===== src/nca_pkg.sv =====
`default_nettype none

package nca_pkg;

  localparam int CoordBits           = 16;
  localparam int CountBits           = 5;
  localparam int IndexBits           = 4;
  localparam int SqBits              = 2 * CoordBits;
  localparam int DistBits            = SqBits + 2;
  localparam int MaxCentroidsDefault = 16;
  localparam int QueueDepth          = 2;

  localparam logic CmdLoad  = 1'b0;
  localparam logic CmdQuery = 1'b1;

  typedef struct packed {
    logic                        command;
    logic [IndexBits-1:0]        entry_index;
    logic signed [CoordBits-1:0] coord_x;
    logic signed [CoordBits-1:0] coord_y;
    logic signed [CoordBits-1:0] coord_z;
  } in_word_t;

  typedef struct packed {
    logic [IndexBits-1:0] nearest_index;
    logic                 found;
    logic [DistBits-1:0]  min_distance_sq;
  } out_word_t;

  typedef struct packed {
    logic signed [CoordBits-1:0] coord_x;
    logic signed [CoordBits-1:0] coord_y;
    logic signed [CoordBits-1:0] coord_z;
  } point_t;

  typedef struct packed {
    logic                 is_query;
    logic                 load_ok;
    logic [IndexBits-1:0] entry_index;
    point_t               point;
  } op_t;

endpackage

`default_nettype wire


===== src/nearest_centroid_assign.sv =====
// Channel  Dir  Handshake                  Word
// in       in   in_valid_i / in_stall_o    nca_pkg::in_word_t
// out      out  out_valid_o / out_stall_i  nca_pkg::out_word_t
// cfg      in   cfg_we_i                   cfg_wdata_i (centroid_count)
//
// A query in the back end scans n = min(centroid_count, MAX_CENTROIDS) centroids, one table
// read each through the single read port, in four pipe stages: read, abs, square, sum.
// A load passes the front register and the queue to the table; n = 0 queries skip the search.
// Reset clears centroid_count, the queue and all valid flags; table contents stay undefined.
// A two-word queue lets the input side keep accepting while a query runs, and a finished
// result waits in the output register while the back end takes further loads.
`default_nettype none

module nearest_centroid_assign #(
  parameter int MAX_CENTROIDS = nca_pkg::MaxCentroidsDefault
) (
  input  wire logic                          clk_i,
  input  wire logic                          rst_ni,
  input  wire logic                          in_valid_i,
  output logic                               in_stall_o,
  input  wire nca_pkg::in_word_t             in_word_i,
  output logic                               out_valid_o,
  input  wire logic                          out_stall_i,
  output nca_pkg::out_word_t                 out_word_o,
  input  wire logic                          cfg_we_i,
  input  wire logic [nca_pkg::CountBits-1:0] cfg_wdata_i
);
  import nca_pkg::*;

  op_t  front_op, queue_op;
  logic push, full, pop, empty;

  nca_front #(
    .MAX_CENTROIDS(MAX_CENTROIDS)
  ) u_front (
    .clk_i     (clk_i),
    .rst_ni    (rst_ni),
    .in_valid_i(in_valid_i),
    .in_stall_o(in_stall_o),
    .in_word_i (in_word_i),
    .push_o    (push),
    .op_o      (front_op),
    .full_i    (full)
  );

  nca_queue u_queue (
    .clk_i  (clk_i),
    .rst_ni (rst_ni),
    .push_i (push),
    .op_i   (front_op),
    .full_o (full),
    .pop_i  (pop),
    .op_o   (queue_op),
    .empty_o(empty)
  );

  nca_back #(
    .MAX_CENTROIDS(MAX_CENTROIDS)
  ) u_back (
    .clk_i      (clk_i),
    .rst_ni     (rst_ni),
    .cfg_we_i   (cfg_we_i),
    .cfg_wdata_i(cfg_wdata_i),
    .op_i       (queue_op),
    .empty_i    (empty),
    .pop_o      (pop),
    .out_valid_o(out_valid_o),
    .out_stall_i(out_stall_i),
    .out_word_o (out_word_o)
  );

endmodule

`default_nettype wire


===== src/nca_front.sv =====
`default_nettype none

module nca_front #(
  parameter int MAX_CENTROIDS = nca_pkg::MaxCentroidsDefault
) (
  input  wire logic             clk_i,
  input  wire logic             rst_ni,
  input  wire logic             in_valid_i,
  output logic                  in_stall_o,
  input  wire nca_pkg::in_word_t in_word_i,
  output logic                  push_o,
  output nca_pkg::op_t          op_o,
  input  wire logic             full_i
);
  import nca_pkg::*;

  logic valid_q, valid_d;
  logic accept;
  op_t  op_q, op_dec;

  always_comb begin
    op_dec.is_query    = 1'b0;
    unique case (in_word_i.command)
      CmdLoad:  op_dec.is_query = 1'b0;
      CmdQuery: op_dec.is_query = 1'b1;
      default:  op_dec.is_query = 1'b0;
    endcase
    op_dec.load_ok     = (int'(in_word_i.entry_index) < MAX_CENTROIDS);
    op_dec.entry_index = in_word_i.entry_index;
    op_dec.point       = '{coord_x: in_word_i.coord_x,
                           coord_y: in_word_i.coord_y,
                           coord_z: in_word_i.coord_z};
  end

  assign in_stall_o = valid_q && full_i;
  assign accept     = in_valid_i && !in_stall_o;
  assign push_o     = valid_q;
  assign op_o       = op_q;

  always_comb begin
    valid_d = valid_q;
    if (accept) begin
      valid_d = 1'b1;
    end else if (valid_q && !full_i) begin
      valid_d = 1'b0;
    end
  end

  always_ff @(posedge clk_i or negedge rst_ni) begin
    if (!rst_ni) begin
      valid_q <= 1'b0;
    end else begin
      valid_q <= valid_d;
    end
  end

  always_ff @(posedge clk_i) begin
    if (accept) begin
      op_q <= op_dec;
    end
  end

endmodule

`default_nettype wire


===== src/nca_queue.sv =====
`default_nettype none

module nca_queue (
  input  wire logic         clk_i,
  input  wire logic         rst_ni,
  input  wire logic         push_i,
  input  wire nca_pkg::op_t op_i,
  output logic              full_o,
  input  wire logic         pop_i,
  output nca_pkg::op_t      op_o,
  output logic              empty_o
);
  import nca_pkg::*;

  localparam int PtrW = (QueueDepth > 1) ? $clog2(QueueDepth) : 1;
  localparam int CntW = $clog2(QueueDepth + 1);

  op_t             entries_q [QueueDepth];
  logic [PtrW-1:0] wr_ptr_q, rd_ptr_q;
  logic [CntW-1:0] count_q;
  logic            push_en, pop_en;

  assign full_o  = (count_q == CntW'(QueueDepth));
  assign empty_o = (count_q == '0);
  assign push_en = push_i && !full_o;
  assign pop_en  = pop_i && !empty_o;
  assign op_o    = entries_q[rd_ptr_q];

  always_ff @(posedge clk_i or negedge rst_ni) begin
    if (!rst_ni) begin
      wr_ptr_q <= '0;
      rd_ptr_q <= '0;
      count_q  <= '0;
    end else begin
      if (push_en) begin
        wr_ptr_q <= (wr_ptr_q == PtrW'(QueueDepth - 1)) ? '0 : wr_ptr_q + 1'b1;
      end
      if (pop_en) begin
        rd_ptr_q <= (rd_ptr_q == PtrW'(QueueDepth - 1)) ? '0 : rd_ptr_q + 1'b1;
      end
      if (push_en && !pop_en) begin
        count_q <= count_q + 1'b1;
      end else if (pop_en && !push_en) begin
        count_q <= count_q - 1'b1;
      end
    end
  end

  always_ff @(posedge clk_i) begin
    if (push_en) begin
      entries_q[wr_ptr_q] <= op_i;
    end
  end

endmodule

`default_nettype wire


===== src/nca_back.sv =====
`default_nettype none

module nca_back #(
  parameter int MAX_CENTROIDS = nca_pkg::MaxCentroidsDefault
) (
  input  wire logic                           clk_i,
  input  wire logic                           rst_ni,
  input  wire logic                           cfg_we_i,
  input  wire logic [nca_pkg::CountBits-1:0]  cfg_wdata_i,
  input  wire nca_pkg::op_t                   op_i,
  input  wire logic                           empty_i,
  output logic                                pop_o,
  output logic                                out_valid_o,
  input  wire logic                           out_stall_i,
  output nca_pkg::out_word_t                  out_word_o
);
  import nca_pkg::*;

  localparam int IdxW = (MAX_CENTROIDS > 1) ? $clog2(MAX_CENTROIDS) : 1;
  localparam int NW   = (IdxW + 1 > CountBits) ? IdxW + 1 : CountBits;

  localparam logic [1:0] StIdle   = 2'd0;
  localparam logic [1:0] StSearch = 2'd1;
  localparam logic [1:0] StDrain  = 2'd2;
  localparam logic [1:0] StFinish = 2'd3;

  logic [1:0]           state_q, state_d;
  logic [CountBits-1:0] count_q;
  logic [NW-1:0]        count_ext, n_eff;
  logic [IdxW-1:0]      rd_addr_q, rd_addr_d, last_addr_q, last_addr_d;
  logic                 start, finish_ld, issue, wr_en, upd;

  point_t               table_q [MAX_CENTROIDS];
  point_t               pt_q, rd_pt_q;

  logic                 s1_vld_q, s2_vld_q, s3_vld_q, s4_vld_q;
  logic                 s1_last_q, s2_last_q, s3_last_q, s4_last_q;
  logic [IdxW-1:0]      s1_idx_q, s2_idx_q, s3_idx_q, s4_idx_q;

  logic signed [CoordBits:0] dx, dy, dz;
  logic [CoordBits-1:0] ax_q, ay_q, az_q;
  logic [SqBits-1:0]    sx_q, sy_q, sz_q;
  logic [DistBits-1:0]  dist_q, best_dist_q;
  logic [IdxW-1:0]      best_idx_q;
  logic                 found_q;
  logic                 out_valid_q;
  out_word_t            out_word_q;

  assign count_ext = NW'(count_q);
  assign n_eff     = (count_ext > NW'(MAX_CENTROIDS)) ? NW'(MAX_CENTROIDS) : count_ext;
  assign pop_o     = (state_q == StIdle) && !empty_i;
  assign issue     = (state_q == StSearch);
  assign wr_en     = pop_o && !op_i.is_query && op_i.load_ok;
  assign upd       = s4_vld_q && (!found_q || (dist_q < best_dist_q));

  always_comb begin
    state_d     = state_q;
    rd_addr_d   = rd_addr_q;
    last_addr_d = last_addr_q;
    start       = 1'b0;
    finish_ld   = 1'b0;
    unique case (state_q)
      StIdle: begin
        if (!empty_i && op_i.is_query) begin
          start       = 1'b1;
          rd_addr_d   = '0;
          last_addr_d = IdxW'(n_eff - 1'b1);
          state_d     = (n_eff == '0) ? StFinish : StSearch;
        end
      end
      StSearch: begin
        if (rd_addr_q == last_addr_q) begin
          state_d = StDrain;
        end else begin
          rd_addr_d = rd_addr_q + 1'b1;
        end
      end
      StDrain: begin
        if (s4_vld_q && s4_last_q) begin
          state_d = StFinish;
        end
      end
      StFinish: begin
        if (!out_valid_q || !out_stall_i) begin
          finish_ld = 1'b1;
          state_d   = StIdle;
        end
      end
      default: state_d = StIdle;
    endcase
  end

  always_ff @(posedge clk_i or negedge rst_ni) begin
    if (!rst_ni) begin
      state_q     <= StIdle;
      count_q     <= '0;
      rd_addr_q   <= '0;
      last_addr_q <= '0;
      s1_vld_q    <= 1'b0;
      s2_vld_q    <= 1'b0;
      s3_vld_q    <= 1'b0;
      s4_vld_q    <= 1'b0;
      s1_last_q   <= 1'b0;
      s2_last_q   <= 1'b0;
      s3_last_q   <= 1'b0;
      s4_last_q   <= 1'b0;
      found_q     <= 1'b0;
      out_valid_q <= 1'b0;
    end else begin
      state_q     <= state_d;
      rd_addr_q   <= rd_addr_d;
      last_addr_q <= last_addr_d;
      if (cfg_we_i) begin
        count_q <= cfg_wdata_i;
      end
      s1_vld_q  <= issue;
      s2_vld_q  <= s1_vld_q;
      s3_vld_q  <= s2_vld_q;
      s4_vld_q  <= s3_vld_q;
      s1_last_q <= issue && (rd_addr_q == last_addr_q);
      s2_last_q <= s1_last_q;
      s3_last_q <= s2_last_q;
      s4_last_q <= s3_last_q;
      if (start) begin
        found_q <= 1'b0;
      end else if (upd) begin
        found_q <= 1'b1;
      end
      if (finish_ld) begin
        out_valid_q <= 1'b1;
      end else if (!out_stall_i) begin
        out_valid_q <= 1'b0;
      end
    end
  end

  always_ff @(posedge clk_i) begin
    if (wr_en) begin
      table_q[IdxW'(op_i.entry_index)] <= op_i.point;
    end
    if (issue) begin
      rd_pt_q <= table_q[rd_addr_q];
    end
  end

  assign dx = {pt_q.coord_x[CoordBits-1], pt_q.coord_x}
            - {rd_pt_q.coord_x[CoordBits-1], rd_pt_q.coord_x};
  assign dy = {pt_q.coord_y[CoordBits-1], pt_q.coord_y}
            - {rd_pt_q.coord_y[CoordBits-1], rd_pt_q.coord_y};
  assign dz = {pt_q.coord_z[CoordBits-1], pt_q.coord_z}
            - {rd_pt_q.coord_z[CoordBits-1], rd_pt_q.coord_z};

  always_ff @(posedge clk_i) begin
    if (start) begin
      pt_q        <= op_i.point;
      best_dist_q <= '0;
      best_idx_q  <= '0;
    end else if (upd) begin
      best_dist_q <= dist_q;
      best_idx_q  <= s4_idx_q;
    end
    s1_idx_q <= rd_addr_q;
    s2_idx_q <= s1_idx_q;
    s3_idx_q <= s2_idx_q;
    s4_idx_q <= s3_idx_q;
    // The magnitude of a difference of two coordinates always fits CoordBits bits.
    ax_q   <= dx[CoordBits] ? CoordBits'(-dx) : CoordBits'(dx);
    ay_q   <= dy[CoordBits] ? CoordBits'(-dy) : CoordBits'(dy);
    az_q   <= dz[CoordBits] ? CoordBits'(-dz) : CoordBits'(dz);
    sx_q   <= SqBits'(ax_q) * SqBits'(ax_q);
    sy_q   <= SqBits'(ay_q) * SqBits'(ay_q);
    sz_q   <= SqBits'(az_q) * SqBits'(az_q);
    dist_q <= DistBits'(sx_q) + DistBits'(sy_q) + DistBits'(sz_q);
    if (finish_ld) begin
      out_word_q <= '{nearest_index:   IndexBits'(best_idx_q),
                      found:           found_q,
                      min_distance_sq: best_dist_q};
    end
  end

  assign out_valid_o = out_valid_q;
  assign out_word_o  = out_word_q;

`ifndef SYNTHESIS
  a_result_from_finish: assert property (@(posedge clk_i) disable iff (!rst_ni)
    $rose(out_valid_q) |-> $past(state_q == StFinish))
    else $error("result appeared without a finished query");

  a_pipe_empty_when_idle: assert property (@(posedge clk_i) disable iff (!rst_ni)
    (state_q == StIdle) |-> !(s1_vld_q || s2_vld_q || s3_vld_q || s4_vld_q))
    else $error("distance pipeline busy while idle");

  a_last_ends_search: assert property (@(posedge clk_i) disable iff (!rst_ni)
    (s4_vld_q && s4_last_q) |=> (state_q == StFinish))
    else $error("last distance did not close the query");

  a_not_found_is_zero: assert property (@(posedge clk_i) disable iff (!rst_ni)
    (out_valid_q && !out_word_q.found) |->
      (out_word_q.min_distance_sq == '0 && out_word_q.nearest_index == '0))
    else $error("empty search returned a nonzero result");
`endif

endmodule

`default_nettype wire


===== config.mk =====
export PLATFORM = sky130hd
export DESIGN_NAME = nearest_centroid_assign
export DESIGN_NICKNAME = d
export VERILOG_FILES = /design/src/nca_pkg.sv /design/src/nearest_centroid_assign.sv /design/src/nca_front.sv /design/src/nca_queue.sv /design/src/nca_back.sv
export SDC_FILE = /design/constraint.sdc
export NUM_CORES = 2
export LEC_CHECK = 0
export BUFFER_PORTS_ARGS = -buffer_cell sky130_fd_sc_hd__buf_2
export CELL_PAD_IN_SITES_DETAIL_PLACEMENT = 0
export CELL_PAD_IN_SITES_GLOBAL_PLACEMENT = 2
export CORE_ASPECT_RATIO = 1.2
export CORE_UTILIZATION = 35
export CTS_BUF_LIST = sky130_fd_sc_hd__clkbuf_16
export DETAILED_ROUTE_END_ITERATION = 8
export HOLD_SLACK_MARGIN = 0.03
export PLACE_DENSITY_LB_ADDON = 0.1
export SYNTH_ARGS = -nofsm -noshare
export SYNTH_HDL_FRONTEND = slang
export SYNTH_HIERARCHICAL = 1
export SYNTH_SLANG_ARGS = --single-unit

===== constraint.sdc =====
create_clock -name clk_i -period 14.5 [get_ports clk_i]
set_input_delay 0 -clock clk_i [delete_from_list [all_inputs] [get_ports clk_i]]
set_output_delay 0 -clock clk_i [all_outputs]
set_load 0.01 [all_outputs]

# After elaboration in Yosys (flattened, before gate mapping)
# Memories as Yosys holds them, arrays and structs flattened. A register that Yosys moved wholly into a read port is not among the register bits.
# Index checks and enable logic that the tools add are counted.
word_totals:
  regBits: 402
  mem_bits_rw: 874
  in_bits: 63
  n_memories: 2
mem_list:
  columns: ["name", "words", "word_bits", "rd", "rd_ports_with_merged_regs", "wr", "line", "rtl"]
  rows:
  - ["u_back.table_q", 16, 48, 1, 1, 1, "nca_back.sv:33", "point_t table_q [MAX_CENTROIDS];"]
  - ["u_queue.entries_q", 2, 53, 1, 0, 1, "nca_queue.sv:18", "op_t entries_q [QueueDepth];"]
classes:
  bitwise_logic: 1
  reduce_logical: 34
  addsub: 14
  multipliers: 3
  eq_ne: 11
  mux: 32
  n_lt_le_gt_ge: 2
op_table:
  columns: ["operator", "count"]
  rows:
  - ["16-bit by 16-bit multiplier with 32-bit output", 3]
  - ["16-bit by 16-bit subtractor with 17-bit output", 3]
  - ["16-bit 2-to-1 mux", 3]
  - ["16-bit negator", 3]
  - ["34-bit by 32-bit adder with 34-bit output", 1]
  - ["34-bit less-than comparator", 1]
  - ["32-bit by 32-bit adder with 33-bit output", 1]
  - ["1-bit 2-to-1 mux", 16]
  - ["2-bit 2-to-1 mux", 7]
  - ["1-bit logical AND", 12]
  - ["1-bit zero test", 9]
  - ["4-bit 2-to-1 mux", 2]
  - ["2-bit one-hot mux with 4 select lines", 1]
  - ["4-bit one-hot mux with 2 select lines", 1]
  - ["2-bit nonzero test", 4]
  - ["2-bit equality test, second input constant", 3]
  - ["2-bit by 1-bit inequality test with 1-bit output, second input constant", 3]
  - ["2-bit inequality test, second input constant", 3]
  - ["5-bit greater-than comparator, second input constant", 1]
  - ["5-bit zero test", 1]
  - ["5-bit 2-to-1 mux", 1]
  - ["4-bit by 1-bit adder with 4-bit output, second input constant", 1]
  - ["4-bit equality test", 1]
  - ["2-bit zero test", 2]
  - ["12 further kinds", 14]

# Logic depth before layout (Yosys ltp)
logic_depth:
  depth_word: 7
  depth_mapped: 25
  mapped_depth_nobuf: 24

# Modules after synthesis
# The synthesis kept the hierarchy.
by_module_without_submodules:
  columns: ["mod", "n_inst", "seq_area_each_um2", "cells_per_inst", "area_each_um2"]
  rows:
  - ["nca_back", 1, 32326.0, 5072, 67450.9]
  - ["nca_queue", 1, 3343.2, 187, 4342.9]
  - ["nca_front", 1, 1616.6, 59, 1652.8]

# Worst setup path before layout
# OpenSTA, ideal clock, no wires.
synth_timing:
  kind: "reg2reg"
  from: "register u_queue.rd_ptr_q"
  to: "memory u_back/table_q[4][0] in the netlist's numbering (enable)"
  arrival_time_ps: 5877
  path_buffers: 2
  setup_slack_ps: 8050
  synth_period_minus_slack_ps: 6450
  setup_time_ps: 573
  path_stages_with_launch: 7
  t_required_ps: 13927
  path_cell_list: "dfrtp_1 buf_6 buf_12 mux2_4 and3b_1 nand2_1 nor4_1"
synth_lines:
  columns: ["element", "line", "rtl"]
  rows:
  - ["from (decl)", "nca_queue.sv:19", "logic [PtrW-1:0] wr_ptr_q, rd_ptr_q;"]
  - ["from (signal assigned)", "nca_queue.sv:39", "rd_ptr_q <= (rd_ptr_q == PtrW'(QueueDepth - 1)) ? '0 : rd_ptr_q + 1'b1;"]
  - ["to (decl)", "nca_back.sv:33", null]

# Final worst setup path
layout_timing:
  from: "register u_back.ax_q[3]"
  to: "register u_back.sx_q[24]"
layout_between:
  elab_chain_cells: 1
layout_lines:
  columns: ["element", "line", "rtl"]
  rows:
  - ["from (decl)", "nca_back.sv:41", "logic [CoordBits-1:0] ax_q, ay_q, az_q;"]
  - ["from (signal assigned)", "nca_back.sv:167", "ax_q <= dx[CoordBits] ? CoordBits'(-dx) : CoordBits'(dx);"]
  - ["16-bit by 16-bit multiplier with 32-bit output", "nca_back.sv:170", "sx_q <= SqBits'(ax_q) * SqBits'(ax_q);"]
  - ["to (signal assigned)", "nca_back.sv:170", null]
  - ["to (decl)", "nca_back.sv:42", "logic [SqBits-1:0] sx_q, sy_q, sz_q;"]
# Every way passes these cells.
# A chain may end at the register's enable or synchronous reset.

==> Implementation_results.wiki <==
{| class="wikitable"
! Metric !! Value
|-
| Detail-routed net length per standard cell || around 21 microns
|-
| Placed Cells || ~8,100
|-
| Fraction of the mapped netlist area in compound gates || 0.0509
|-
| Core utilization of the finished layout || 0.400
|-
| Slew Viols, Final || 0
|-
| Cell chain of the critical path || inv_1 > nor2_1 > fa_1 > inv_1 > fa_1 > inv_1 > fa_1 > inv_1 > fa_1 > inv_1 > fa_1 > inv_1 > fa_1 > inv_1 > ha_1 > and3_1 > nand3_1 > o21ai_0 > o41ai_1 > nand3_1 > and3_1 > a311o_1 > xor2_1
|-
| Flip-flop cell with the highest count after synthesis || edfxtp_1
|-
| Avg Cell Area, Syn || about 14 sq um
|-
| Warnings, synthesis || 6
|-
| Setup repair after global routing missed its margin || no
|-
| Parity-gate share of the synthesized area counting xor and xnor cells || 0.0253
|-
| Height of the die || ~500 microns
|-
| CTS buffer count || approximately 140
|-
| Cell area after synthesis || 0.0734 sq mm
|-
| Starting utilization of the core area || 0.353
|-
| Number of distinct library cells after synthesis || between 80 and 90
|-
| Largest family of logic cells by synthesized area || adder cells
|-
| Buffers added on ports || 103
|-
| Endpoint type of the worst setup path || flop
|-
| Max_cap viols || 0
|-
| Die footprint || 0.212 sq mm
|-
| Worst Skew || between 0.04 and 0.05 ns
|-
| Share of flip-flops with an asynchronous set or reset || 0.0227
|-
| Cells resized by post-CTS repair || 0
|-
| Final hold violation count || 0
|-
| Highest Clock Rate || roughly 150 MHz
|-
| Post-DRT Antenna Nets || 0
|-
| Number of levels in the clock H-tree || 4
|-
| Hold buffer count at CTS || between 100 and 150
|-
| Area added between synthesis and finish || 13.3%
|-
| Total congestion overflow after global routing || 0
|-
| Startpoint class of the critical path || flop
|-
| Portion of netlist area occupied by mux cells || 0.0869
|-
| Overall routing resource usage || 0.176
|-
| Worst stage delay on the critical path || roughly 0.60 ns
|-
| Final std cells w/o fill || ~8,500
|-
| First-pass iteration count of the detailed router || 5
|-
| Most common cell on crit path || inv_1
|-
| CP max FO || 12
|-
| Width of the die || around 420 microns
|-
| Worst hold path type || in2reg
|-
| Tightest Pin Transition || between 1 and 1.5 ns
|-
| Iteration-0 DRC Markers || between 2,000 and 2,500
|-
| Clk pin slew, worst setup/hold paths || 0.06 ns
|-
| Slowest CP cell || o41ai_1
|-
| Worst setup path category || reg2reg
|-
| Clk sinks || about 1,300
|-
| Arrival @ worst endpoint || 7.53 ns
|-
| Share of Yosys cell area claimed by the top area cell type || 0.435
|-
| Cell at the root of the clock tree || clkbuf_16
|-
| Gp weighted congestion || slightly below 0.8
|-
| Number of enable flip-flop cells after synthesis || between 1,000 and 1,500
|-
| Fraction of the mapped netlist area in adder cells || 0.215
|-
| Gate count after technology mapping || around 5,300
|-
| Clock latency of the later-clocked register in the worst-skew pair || approximately 0.77 ns
|-
| Setup Fix Bufs, Post-CTS || 0
|-
| CTS tree || done
|-
| HPWL after detailed placement || 124,000 microns
|-
| Net count of the finished layout || ~6,600
|-
| Standard cell area after detailed placement || approximately 0.077 sq mm
|-
| Slew margin rel. || 0.304
|-
| First-pass GRT wire length || 279,000 microns
|-
| Setup-violating endpoint count in the final report || 0
|-
| Area share of and/or/nand/nor cells after synthesis || 0.0597
|-
| Detailed-route via count || a little over 40,000
|-
| Final period demand of the worst path || around 7 ns
|-
| Top cells by area, synth || edfxtp_1 (44%), fa_1 (14%), mux4_2 (7.4%)
|-
| Share of layout cells above drive strength 1 || 0.127
|-
| Clock Path Buffers || 3
|-
| Setup TNS || 0 ns
|-
| Number of standard-cell rows in the floorplan || between 150 and 200
|-
| Number of global-route vias before repair || 44,700
|-
| Antenna violations before repair || 5
|-
| Synth Register Bits || ~1,300
|-
| Pin count of the biggest net entering global routing || 122
|-
| Result of the run || finished, final reports clean
|-
| Overall routed net length || approximately 180,000 microns
|-
| Required time at the worst-slack endpoint || 15.14 ns
|-
| Cell type contributing the most total cell area after synthesis || edfxtp_1
|-
| Number of placed I/O pins || 104
|-
| Avg Vias per Cell || 4.83
|-
| DRC violations left || 0
|-
| Fraction of the yosys area taken by sequential cells || 0.508
|-
| Period utilization || 0.475
|-
| Core area || approximately 0.21 sq mm
|-
| Post-route cell area || around 0.083 sq mm
|}
cell families after synthesis:
kind of cell               after synthesis
other                                    2
DFF                                   1323
muxes                                  311
and+or+nand+nor                        903
adders and majority gates              951
AOI/OAI and AO/OA                      583
xor gates and xnor gates               211
buffers and inverters                 1034
worst paths after layout:
| check | start | to | slack [ns] | depth (start not counted) |
|---|---|---|---|---|
| min in group asynchronous | rst_ni | u_front/push_o | 0.23 | 4 |
| setup reg to reg | u_back/ax_q[3] | u_back/sx_q[24] | 7.61 | 23 |
| setup / recovery | u_back/ax_q[3] | u_back/sx_q[24] | 7.61 | 23 |
| hold / removal | cfg_wdata_i[4] | u_back/count_ext[4] | 0.16 | 4 |
| hold reg to reg | u_back/s3_idx_q[1] | u_back/s4_idx_q[1] | 0.32 | 0 |
| max in group asynchronous | rst_ni | u_back/found_q | 13.99 | 4 |
layout by cell type, fill, tap and decap left out, types with 13 or more instances in the layout:
| cell type | n |
|---|---|
| edfxtp_1 | 1064 |
| inv_1 | 924 |
| fa_1 | 521 |
| ha_1 | 429 |
| nand2_1 | 321 |
| mux4_2 | 240 |
| dfxtp_1 | 229 |
| a21oi_1 | 176 |
| clkbuf_16 | 147 |
| xnor2_1 | 147 |
| nor2_1 | 141 |
| and2_1 | 128 |
| dlygate4sd3_1 | 125 |
| o21ai_0 | 123 |
| buf_2 | 103 |
| a21o_1 | 82 |
| nand3_1 | 74 |
| xor2_1 | 63 |
| buf_4 | 50 |
| mux2_4 | 49 |
| nor3_1 | 45 |
| nor2b_1 | 35 |
| nand2b_1 | 28 |
| and3_1 | 26 |
| a31oi_1 | 26 |
| clkinv_1 | 25 |
| nand4_1 | 25 |
| dfrtp_1 | 25 |
| o21bai_1 | 24 |
| o21a_1 | 22 |
| clkinv_2 | 17 |
| mux2_2 | 17 |
| or2_2 | 16 |
| a211oi_1 | 16 |
| a31o_2 | 13 |
state kept, by name, summed over array words and instances (netlist names), 5 cells and up:
name                flops
u_back/table_q        768
u_queue/entries_q     108
u_front/op_o           53
u_back/pt_q            48
u_back/rd_pt_q         48
u_back/out_word_o      39
u_back/best_dist_q     34
u_back/dist_q          34
u_back/sx_q            31
u_back/sy_q            31
u_back/sz_q            31
u_back/ax_q            16
u_back/ay_q            16
u_back/az_q            16
u_back/count_ext        5
routing by layer:
metal	routed length, microns	share of wire	GRT usage	vias up
met3	5050	0.028	0.0221	229
li1	-	-	-	19100
met1	78800	0.43	0.226	21200
met5	0	0	0	-
met4	4140	0.023	0.0459	0
met2	94200	0.52	0.311	572
critical path, delay by kind of cell, from the launching register on:
| family | cells | cell delay, ns |
|---|---|---|
| compound gates | 3 | 1.08 |
| xor+xnor | 1 | 0.15 |
| fa+ha+maj | 7 | 3.40 |
| buf+inv | 7 | 0.65 |
| flops | 1 | 0.46 |
| simple gates | 5 | 1.03 |
synthesized netlist by cell type, types with 6 or more instances:
cell,instances
edfxtp_1,1064
inv_1,881
fa_1,521
ha_1,430
nand2_1,321
mux4_2,240
dfxtp_1,229
a21oi_1,176
nor2_1,150
xnor2_1,147
and2_1,128
clkbuf_1,124
o21ai_0,124
a21o_1,82
nand3_1,74
xor2_1,63
nor3_1,52
mux2_4,49
nor2b_1,35
dfrtp_1,30
nand2b_1,28
and3_1,27
a31oi_1,26
nand4_1,25
o21bai_1,24
o21a_1,23
buf_1,19
mux2_2,17
a211oi_1,16
or2_2,16
nor4_1,14
a31o_2,13
o211ai_1,12
o31ai_1,12
o2111ai_1,7
or3_1,7
a221oi_1,6
or4_1,6
layout make-up:
class	instances	area (sq um)
Fill cell	19700	125000
Sequential cell	1323	37300
Multi-Input combinational cell	2963	32400
Clock buffer	147	3680
Tap cell	2775	3470
Inverter	882	3310
Timing Repair Buffer	280	2190
Clock inverter	115	930
Antenna cell	3	7.51
per-stage QoR:
stage / setup slack, ns / hold slack [ns]
after CTS: 7.53 / 0.0765
after global routing: 6.89 / 0.140
after floorplan: 8.05 / -0.296
final: 7.61 / 0.163
after detailed placement: 7.57 / 0.175
after global placement: 7.55 / 0.176
Power is left out: the tool's default activity adds up to more than one toggle a clock period on the data nets, which glitch-free logic cannot reach.
